`config.mk`:
```
export PLATFORM = sky130hd
export DESIGN_NAME = json_string_escaper_utf8
export DESIGN_NICKNAME = d
export VERILOG_FILES = /design/src/jse_pkg.sv /design/src/jse_fifo.sv /design/src/jse_front.sv /design/src/jse_back.sv /design/src/json_string_escaper_utf8.sv
export SDC_FILE = /design/constraint.sdc
export NUM_CORES = 1
export LEC_CHECK = 0
export BUFFER_PORTS_ARGS = -buffer_cell sky130_fd_sc_hd__buf_2
export CORE_UTILIZATION = 45
export DETAILED_ROUTE_END_ITERATION = 7
export HOLD_SLACK_MARGIN = 0.1
export MAX_ROUTING_LAYER = met4
export PLACE_DENSITY = 0.62
export SLEW_MARGIN = 0
export SYNTH_ARGS = -nofsm -noshare
export SYNTH_HDL_FRONTEND = slang
export SYNTH_SLANG_ARGS = --single-unit
```
`constraint.sdc`:
```
create_clock -name clk -period 3.1 [get_ports clk]
set_input_delay 0.775 -clock clk [delete_from_list [all_inputs] [get_ports clk]]
set_output_delay 0.775 -clock clk [all_outputs]
set_load 0.05 [all_outputs]
```
`src/jse_pkg.sv`:
```
`timescale 1ns / 1ps

package jse_pkg;

  // Command queue between front and back; depth must be a power of two.
  localparam int QDEPTH = 4;
  localparam int QAW    = $clog2(QDEPTH);

  localparam logic [7:0] CH_QUOTE  = 8'h22;
  localparam logic [7:0] CH_BSLASH = 8'h5C;
  localparam logic [7:0] CH_LF     = 8'h0A;
  localparam logic [7:0] CH_CR     = 8'h0D;
  localparam logic [7:0] CH_TAB    = 8'h09;
  localparam logic [7:0] CH_N      = 8'h6E;
  localparam logic [7:0] CH_R      = 8'h72;
  localparam logic [7:0] CH_T      = 8'h74;
  localparam logic [7:0] CH_U      = 8'h75;
  localparam logic [7:0] CH_ZERO   = 8'h30;
  localparam logic [7:0] CH_LOWA   = 8'h61;
  localparam logic [7:0] CTRL_TOP  = 8'h20;

  typedef enum logic [1:0] {
    CMD_LIT,   // one byte as is
    CMD_ESC2,  // backslash, then data
    CMD_UESC   // backslash u 0 0 hex hex of data
  } cmd_kind_t;

  typedef struct packed {
    cmd_kind_t  kind;
    logic [7:0] data;
    logic       run_last;
    logic       string_end;
  } cmd_t;

  // Lowercase hex digit of a nibble.
  function automatic logic [7:0] hex_digit(input logic [3:0] n);
    logic [7:0] r;
    if (n < 4'd10) begin
      r = CH_ZERO + {4'd0, n};
    end else begin
      r = CH_LOWA + {4'd0, n} - 8'd10;
    end
    return r;
  endfunction

  // Full sequence length announced by a lead byte, zero if not a lead.
  function automatic logic [2:0] seq_length(input logic [7:0] b);
    logic [2:0] r;
    if (b[7:5] == 3'b110) begin
      r = 3'd2;
    end else if (b[7:4] == 4'b1110) begin
      r = 3'd3;
    end else if (b[7:3] == 5'b11110) begin
      r = 3'd4;
    end else begin
      r = 3'd0;
    end
    return r;
  endfunction

endpackage

```
`src/jse_fifo.sv`:
```
`timescale 1ns / 1ps

module jse_fifo (
  input  logic          clk,
  input  logic          rst,
  input  logic          wr,
  input  jse_pkg::cmd_t wdata,
  output logic          q_full,
  input  logic          rd,
  output jse_pkg::cmd_t head,
  output logic          q_empty
);
  import jse_pkg::*;

  cmd_t           mem [QDEPTH];
  logic [QAW-1:0] wp;
  logic [QAW-1:0] rp;
  logic [QAW:0]   cnt;

  assign q_full  = (cnt == QDEPTH[QAW:0]);
  assign q_empty = (cnt == '0);
  assign head    = mem[rp];

  always_ff @(posedge clk) begin
    if (wr) begin
      mem[wp] <= wdata;
    end
  end

  always_ff @(posedge clk) begin
    if (rst) begin
      wp  <= '0;
      rp  <= '0;
      cnt <= '0;
    end else begin
      if (wr) begin
        wp <= wp + 1'b1;
      end
      if (rd) begin
        rp <= rp + 1'b1;
      end
      case ({wr, rd})
        2'b10:   cnt <= cnt + 1'b1;
        2'b01:   cnt <= cnt - 1'b1;
        default: cnt <= cnt;
      endcase
    end
  end

endmodule

```
`src/jse_front.sv`:
```
`timescale 1ns / 1ps

module jse_front (
  input  logic          clk,
  input  logic          rst,
  input  logic [7:0]    in_byte,
  input  logic          in_last,
  input  logic          push,
  output logic          full,
  output logic          q_wr,
  output jse_pkg::cmd_t q_wdata,
  input  logic          q_full
);
  import jse_pkg::*;

  // Held input word
  logic       hvalid;
  logic [7:0] hb;
  logic       hlast;

  // Pending UTF-8 sequence
  logic [7:0] pend [3];
  logic [1:0] pcount;
  logic [2:0] explen;

  // Step within the current word, and truncation release mode
  logic [1:0] k;
  logic       rel;

  logic [1:0] pcount_next;
  logic [2:0] explen_next;
  logic [1:0] k_next;
  logic       rel_next;
  logic       pend_we;
  logic [1:0] pend_wi;
  logic [7:0] pend_rd;
  logic       emit;
  logic       fin;
  logic       go;
  logic       accept;
  logic       cont;
  logic       complete;
  logic       lastk_rel;
  logic [2:0] lead_len;
  cmd_t       cmd;

  assign cont      = (hb[7:6] == 2'b10);
  assign complete  = (({1'b0, pcount} + 3'd1) >= explen);
  assign lastk_rel = (k == (pcount - 2'd1));
  assign lead_len  = seq_length(hb);

  always_comb begin
    case (k)
      2'd1:    pend_rd = pend[1];
      2'd2:    pend_rd = pend[2];
      default: pend_rd = pend[0];
    endcase
  end

  always_comb begin
    emit        = 1'b0;
    fin         = 1'b0;
    cmd         = '0;
    pcount_next = pcount;
    explen_next = explen;
    k_next      = k;
    rel_next    = rel;
    pend_we     = 1'b0;
    pend_wi     = pcount;
    if (rel) begin
      // string ended inside a sequence: escape each held byte
      emit           = 1'b1;
      cmd.kind       = CMD_UESC;
      cmd.data       = pend_rd;
      cmd.run_last   = lastk_rel;
      cmd.string_end = lastk_rel & hlast;
      if (lastk_rel) begin
        pcount_next = '0;
        explen_next = '0;
        k_next      = '0;
        rel_next    = 1'b0;
        fin         = 1'b1;
      end else begin
        k_next = k + 2'd1;
      end
    end else if (pcount != 2'd0 && cont && complete) begin
      // sequence complete: pass held bytes, then this one
      emit           = 1'b1;
      cmd.kind       = CMD_LIT;
      cmd.data       = (k == pcount) ? hb : pend_rd;
      cmd.run_last   = (k == pcount);
      cmd.string_end = (k == pcount) & hlast;
      if (k == pcount) begin
        pcount_next = '0;
        explen_next = '0;
        k_next      = '0;
        fin         = 1'b1;
      end else begin
        k_next = k + 2'd1;
      end
    end else if (pcount != 2'd0 && cont) begin
      // extend the held sequence
      pend_we     = 1'b1;
      pend_wi     = pcount;
      pcount_next = pcount + 2'd1;
      if (hlast) begin
        rel_next = 1'b1;
      end else begin
        fin = 1'b1;
      end
    end else if (pcount != 2'd0) begin
      // broken sequence: escape held bytes, then treat word as fresh;
      // the last escape ends the run when the fresh byte is a lead that
      // gets held and so adds nothing
      emit         = 1'b1;
      cmd.kind     = CMD_UESC;
      cmd.data     = pend_rd;
      cmd.run_last = lastk_rel && (lead_len != 3'd0) && !hlast;
      if (lastk_rel) begin
        pcount_next = '0;
        explen_next = '0;
        k_next      = '0;
      end else begin
        k_next = k + 2'd1;
      end
    end else begin
      cmd.run_last   = 1'b1;
      cmd.string_end = hlast;
      cmd.data       = hb;
      fin            = 1'b1;
      if (!hb[7]) begin
        emit = 1'b1;
        case (hb)
          CH_QUOTE: begin
            cmd.kind = CMD_ESC2;
            cmd.data = CH_QUOTE;
          end
          CH_BSLASH: begin
            cmd.kind = CMD_ESC2;
            cmd.data = CH_BSLASH;
          end
          CH_LF: begin
            cmd.kind = CMD_ESC2;
            cmd.data = CH_N;
          end
          CH_CR: begin
            cmd.kind = CMD_ESC2;
            cmd.data = CH_R;
          end
          CH_TAB: begin
            cmd.kind = CMD_ESC2;
            cmd.data = CH_T;
          end
          default: begin
            cmd.kind = (hb < CTRL_TOP) ? CMD_UESC : CMD_LIT;
          end
        endcase
      end else if (lead_len != 3'd0 && !hlast) begin
        // hold the lead byte
        pend_we     = 1'b1;
        pend_wi     = 2'd0;
        pcount_next = 2'd1;
        explen_next = lead_len;
      end else begin
        // stray byte, or lead byte that ends the string
        emit     = 1'b1;
        cmd.kind = CMD_UESC;
      end
    end
  end

  assign go      = hvalid && !(emit && q_full);
  assign full    = hvalid && !(go && fin);
  assign accept  = push && !full;
  assign q_wr    = hvalid && emit && !q_full;
  assign q_wdata = cmd;

  always_ff @(posedge clk) begin
    if (accept) begin
      hb    <= in_byte;
      hlast <= in_last;
    end
    if (go && pend_we) begin
      case (pend_wi)
        2'd1:    pend[1] <= hb;
        2'd2:    pend[2] <= hb;
        default: pend[0] <= hb;
      endcase
    end
  end

  always_ff @(posedge clk) begin
    if (rst) begin
      hvalid <= 1'b0;
      pcount <= '0;
      explen <= '0;
      k      <= '0;
      rel    <= 1'b0;
    end else begin
      if (accept) begin
        hvalid <= 1'b1;
      end else if (go && fin) begin
        hvalid <= 1'b0;
      end
      if (go) begin
        pcount <= pcount_next;
        explen <= explen_next;
        k      <= k_next;
        rel    <= rel_next;
      end
    end
  end

endmodule

```
`src/jse_back.sv`:
```
`timescale 1ns / 1ps

module jse_back (
  input  logic          clk,
  input  logic          rst,
  input  jse_pkg::cmd_t head,
  input  logic          q_empty,
  output logic          q_rd,
  output logic [7:0]    out_byte,
  output logic          run_last,
  output logic          string_end,
  output logic          empty,
  input  logic          pop
);
  import jse_pkg::*;

  logic [2:0] j;
  logic       ovalid;
  logic [7:0] nbyte;
  logic       lastb;
  logic       load;

  always_comb begin
    nbyte = head.data;
    lastb = 1'b1;
    case (head.kind)
      CMD_ESC2: begin
        lastb = (j == 3'd1);
        nbyte = (j == 3'd0) ? CH_BSLASH : head.data;
      end
      CMD_UESC: begin
        lastb = (j == 3'd5);
        case (j)
          3'd0:    nbyte = CH_BSLASH;
          3'd1:    nbyte = CH_U;
          3'd2:    nbyte = CH_ZERO;
          3'd3:    nbyte = CH_ZERO;
          3'd4:    nbyte = hex_digit(head.data[7:4]);
          default: nbyte = hex_digit(head.data[3:0]);
        endcase
      end
      default: begin
        lastb = 1'b1;
        nbyte = head.data;
      end
    endcase
  end

  assign load  = !q_empty && (!ovalid || pop);
  assign q_rd  = load && lastb;
  assign empty = !ovalid;

  always_ff @(posedge clk) begin
    if (load) begin
      out_byte   <= nbyte;
      run_last   <= head.run_last & lastb;
      string_end <= head.string_end & lastb;
    end
  end

  always_ff @(posedge clk) begin
    if (rst) begin
      ovalid <= 1'b0;
      j      <= '0;
    end else begin
      if (load) begin
        ovalid <= 1'b1;
        j      <= lastb ? 3'd0 : j + 3'd1;
      end else if (pop) begin
        ovalid <= 1'b0;
      end
    end
  end

endmodule

```
`src/json_string_escaper_utf8.sv`:
```
`timescale 1ns / 1ps

// JSON string escaper with UTF-8 sequence checking. Bytes go in through a
// push/full queue port, with in_last on the final byte of a string; escaped
// bytes come out through an empty/pop queue port. Quote, backslash, LF, CR
// and TAB become two-byte escapes; other control bytes become \u00xx in
// lowercase hex; other ASCII passes through. A UTF-8 lead byte is held until
// its continuations arrive, then the whole sequence passes through; a broken
// or truncated sequence escapes each held byte as \u00xx and looks at the
// next byte afresh. run_last marks the last output byte caused by one input
// word, string_end the last output byte of a string.
// The front takes one input word per cycle when it yields at most one
// command and the queue is not full; a held sequence it releases issues
// its commands in turn before the next word (up to four for a completed
// sequence, up to three escapes plus one for a broken one). A string that
// ends inside a sequence has its last byte held, then each held byte is
// escaped (up to three). The back turns each command into output bytes
// at one byte per cycle while popped: one for a plain byte, two for a
// short escape, six for \u00xx. A four-deep command queue sits between
// them, so popped plain text runs at one byte per cycle and escapes
// throttle the input only once the queue fills. Output is registered.

module json_string_escaper_utf8 (
  input  logic       clk,
  input  logic       rst,
  input  logic [7:0] in_byte,
  input  logic       in_last,
  input  logic       push,
  output logic       full,
  output logic [7:0] out_byte,
  output logic       run_last,
  output logic       string_end,
  output logic       empty,
  input  logic       pop
);
  import jse_pkg::*;

  // front to queue
  logic q_wr;
  cmd_t q_wdata;
  logic q_full;

  // queue to back
  logic q_rd;
  cmd_t q_head;
  logic q_empty;

  // Classify input words, track pending UTF-8 sequences, issue commands.
  jse_front u_front (
    .clk     (clk),
    .rst     (rst),
    .in_byte (in_byte),
    .in_last (in_last),
    .push    (push),
    .full    (full),
    .q_wr    (q_wr),
    .q_wdata (q_wdata),
    .q_full  (q_full)
  );

  // Decouple front from back.
  jse_fifo u_fifo (
    .clk     (clk),
    .rst     (rst),
    .wr      (q_wr),
    .wdata   (q_wdata),
    .q_full  (q_full),
    .rd      (q_rd),
    .head    (q_head),
    .q_empty (q_empty)
  );

  // Expand each command into output bytes.
  jse_back u_back (
    .clk        (clk),
    .rst        (rst),
    .head       (q_head),
    .q_empty    (q_empty),
    .q_rd       (q_rd),
    .out_byte   (out_byte),
    .run_last   (run_last),
    .string_end (string_end),
    .empty      (empty),
    .pop        (pop)
  );

endmodule
```
==> impl_metrics.json <==
{
  "status": "finished with violations",
  "failed_checks": "DRC, setup timing",
  "worst_clock_skew_ns": 0.00847,
  "start_util_pct": 46.8,
  "setup_tns_ns": -0.127,
  "ant_nets": 0,
  "synth_nets": 476,
  "path_clk_slew_ns": 0.05,
  "crit_buf_inv": 4,
  "synth.area.top_cells": "edfxtp_1, dfxtp_1, mux4_2",
  "yosys.area.top_type": "edfxtp_1",
  "worstPathCellList": "inv_2, ha_4, ha_4, nand2_4, o21ai_4, mux2i_2, a211oi_2, o31ai_2, buf_4, inv_2, buf_8",
  "cpPeakStageDelay_ns": 0.34,
  "num_vias": 3746,
  "cts_tree": "yes",
  "crit_family": "adder cells",
  "dp_slack_ns": 0.0512,
  "ff2ff_path_depth": 16,
  "synth_top_area_share_pct": 50.3,
  "nets": 546,
  "setup_slack_ns": -0.127,
  "die_h_um": 112,
  "synth_cells": 441,
  "placedCellCount": 622,
  "avgSynthCellArea_sq_um": 12.3,
  "clock_sinks": 113,
  "rows": 39,
  "clk_latency_ns": 0.42,
  "worstHoldPathCells": 2,
  "io_pins": 25,
  "place_area_sq_um": 5880,
  "swShare_pct": 31.7,
  "io_buffers": 24,
  "dieWidth_um": 112,
  "whs_ns": 0.473,
  "p_int_mw": 3.28,
  "yosysMostFrequentCell": "edfxtp_1",
  "fmaxAchievable_mhz": 310,
  "first_global_vias": 3792,
  "path_class": "reg -> out",
  "diodes": 0,
  "grt-ovfl-total": 0,
  "cts_made_buffers": 17,
  "wire_per_inst_um": 16.5,
  "yosysWarnings": 0,
  "ir_drop_uv": 353,
  "final-setup-viol-count": 1,
  "syn-cell-area_sq_um": 5430,
  "drtIter0Drc": 246,
  "area_delta_synth_final_pct": 22.3,
  "grt_max_degree": 23,
  "fin_crit_sh_pct": 104,
  "ys_ff_latch": 113,
  "total_power_mw": 4.81,
  "cts_hold_buf": 0,
  "clockRootBuffer": "clkbuf_16",
  "power_switching_mw": 1.52,
  "ys_seq_area_share_pct": 58.4,
  "cts_buffer_depth": 2,
  "regArea_sq_um": 3180,
  "cp.arrival_ns": 2.45,
  "layout-drive-gt1-share_pct": 26.4,
  "grt_pass1_wl_um": 18300,
  "nFillCells": 950,
  "cp-start-kind": "register",
  "place_hpwl_um": 7560,
  "period_minus_slack_ns": 3.23,
  "drt_first_pass_iters": 8,
  "p_leak_nw": 2.40,
  "yosysUniqueCellTypes": 66,
  "worst_pin_slew_ns": 0.563,
  "globalRouteTotalUtil_pct": 19.7,
  "ys.flop_type": "edfxtp_1",
  "synth_edf_count": 91,
  "p_per_area_nw_per_um2": 724,
  "instances_no_fill": 666,
  "design.core.area_sq_um": 11600,
  "grt_setup_unrepaired": "yes",
  "final_core_util_pct": 57.2,
  "gp_congestion": 0.949,
  "final_area_sq_um": 6640,
  "crit_required_ns": 2.32,
  "dieArea_sq_um": 12500,
  "crit_fanout": 3,
  "multiInputGateArea_sq_um": 2220,
  "antenna_found_initial": 0,
  "cp_slowest_cell": "dfxtp_2",
  "synth_common_cells": "edfxtp_1, nor2_1, a21oi_1",
  "h-tree-depth": 4,
  "viasPerCell": 5.62,
  "slew_headroom_pct": 62.2,
  "drv_slew": 0,
  "power.share.clock_pct": 34.1,
  "synthArstFlopShare_pct": 0,
  "holdCritPathClass": "reg -> reg",
  "routed_wl_um": 11000,
  "crit_path_end_kind": "output pin",
  "critical_path_depth": 11,
  "drv_cap": 0,
  "power_frac_comb_pct": 25.9,
  "hold_violations": 0,
  "p_seq_share_pct": 39.9,
  "drc": 2
}
[routing by layer]
| metal | track usage (%) | up-vias | wire length, um |
|---|---|---|---|
| met2 | 31.9 | 100 | 5440 |
| met4 | 9.73 | 0 | 294 |
| met1 | 22.4 | 1807 | 4730 |
| li1 | - | 1815 | - |
| met3 | 5.50 | 24 | 509 |
| met5 | - | - | 0 |
[layout by cell type, fill, tap and decap left out, types with 4 or more instances in the layout]
cell type	n
clkbuf_16	17
and3_1	4
edfxtp_1	91
nor2b_1	10
nor2_1	40
xnor2_1	5
nand3_1	5
a22oi_1	10
buf_2	23
buf_4	40
clkinv_2	6
o21ai_0	13
clkinv_1	5
nor3b_1	5
and2_1	5
xor2_1	5
a31oi_1	4
nand2_1	25
inv_1	27
o22ai_1	8
ha_1	15
a21oi_1	32
nor3_1	7
mux4_2	12
ha_4	5
dfxtp_1	20
[power groups by stage]
| stage | combinational, mW | sequential [mW] | clock (mW) |
|---|---|---|---|
| 2_1_floorplan | 0.653 | 2.19 | 0 |
| 3_3_place_gp | 1.17 | 1.95 | 0 |
| 3_5_place_dp | 1.19 | 1.95 | 0 |
| 4_1_cts | 1.23 | 1.92 | 1.67 |
| 5_1_grt | 1.36 | 1.93 | 1.74 |
| 6_report | 1.25 | 1.92 | 1.64 |
[worst reg2reg max path, delay by kind of cell, from the launching register on]
| kind | cells | cell delay, ns |
|---|---|---|
| adders and majority gates | 4 | 0.96 |
| buffers and inverters | 5 | 0.47 |
| xor gates and xnor gates | 1 | 0.17 |
| DFF | 1 | 0.32 |
| and+or+nand+nor | 2 | 0.38 |
| AOI/OAI and AO/OA | 4 | 0.59 |
[sequential cells by signal, indices dropped and copies added (netlist names), 2 cells and up, named ones only]
name             cells
u_back.j             3
u_back.out_byte      8
u_fifo.cnt           3
u_fifo.mem          48
u_fifo.rp            2
u_fifo.wp            2
u_front.explen       3
u_front.hb           8
u_front.k            2
u_front.pcount       2
u_front.pend        24
[final cells by class]
cell class	instances	area share, %
Clock buffer	17	6.40
Tap cell	143	2.69
Timing Repair Buffer	66	6.82
Multi-Input combinational cell	282	33.4
Sequential cell	113	47.8
Inverter	31	1.75
Clock inverter	14	1.15
[repair_timing]
| action | 4_1_cts | 5_1_grt |
|---|---|---|
| setup endpoints to repair | 1 | 2 |
| endpoints found under the hold margin | 0 | 0 |
| buffers inserted | 12 | 1 |
| resized for setup | 24 | 10 |
| pin swaps | 8 | 7 |
[cells by family (layout without fill, tap and decap cells)]
family | after synthesis | in the layout | synth area share, %
multiplexers | 17 | 17 | 5.92
AND/OR/NAND/NOR | 121 | 121 | 11.2
buffers and inverters | 46 | 128 | 3.48
adder cells (fa/ha/maj) | 22 | 22 | 5.20
AO/OA/AOI/OAI | 112 | 112 | 14.2
flip-flops | 113 | 113 | 58.4
XOR/XNOR | 10 | 10 | 1.61
[final timing paths]
kind,start,endpoint,slack [ns]
hold / removal,u_back.ovalid,u_back.ovalid,0.47
setup reg to reg,u_front.pcount[1],u_fifo.cnt[2],0.13
setup / recovery,u_front.pcount[1],full,-0.13
hold reg to reg,u_back.ovalid,u_back.ovalid,0.47
Note: power is estimated with default switching activity, not from simulation.
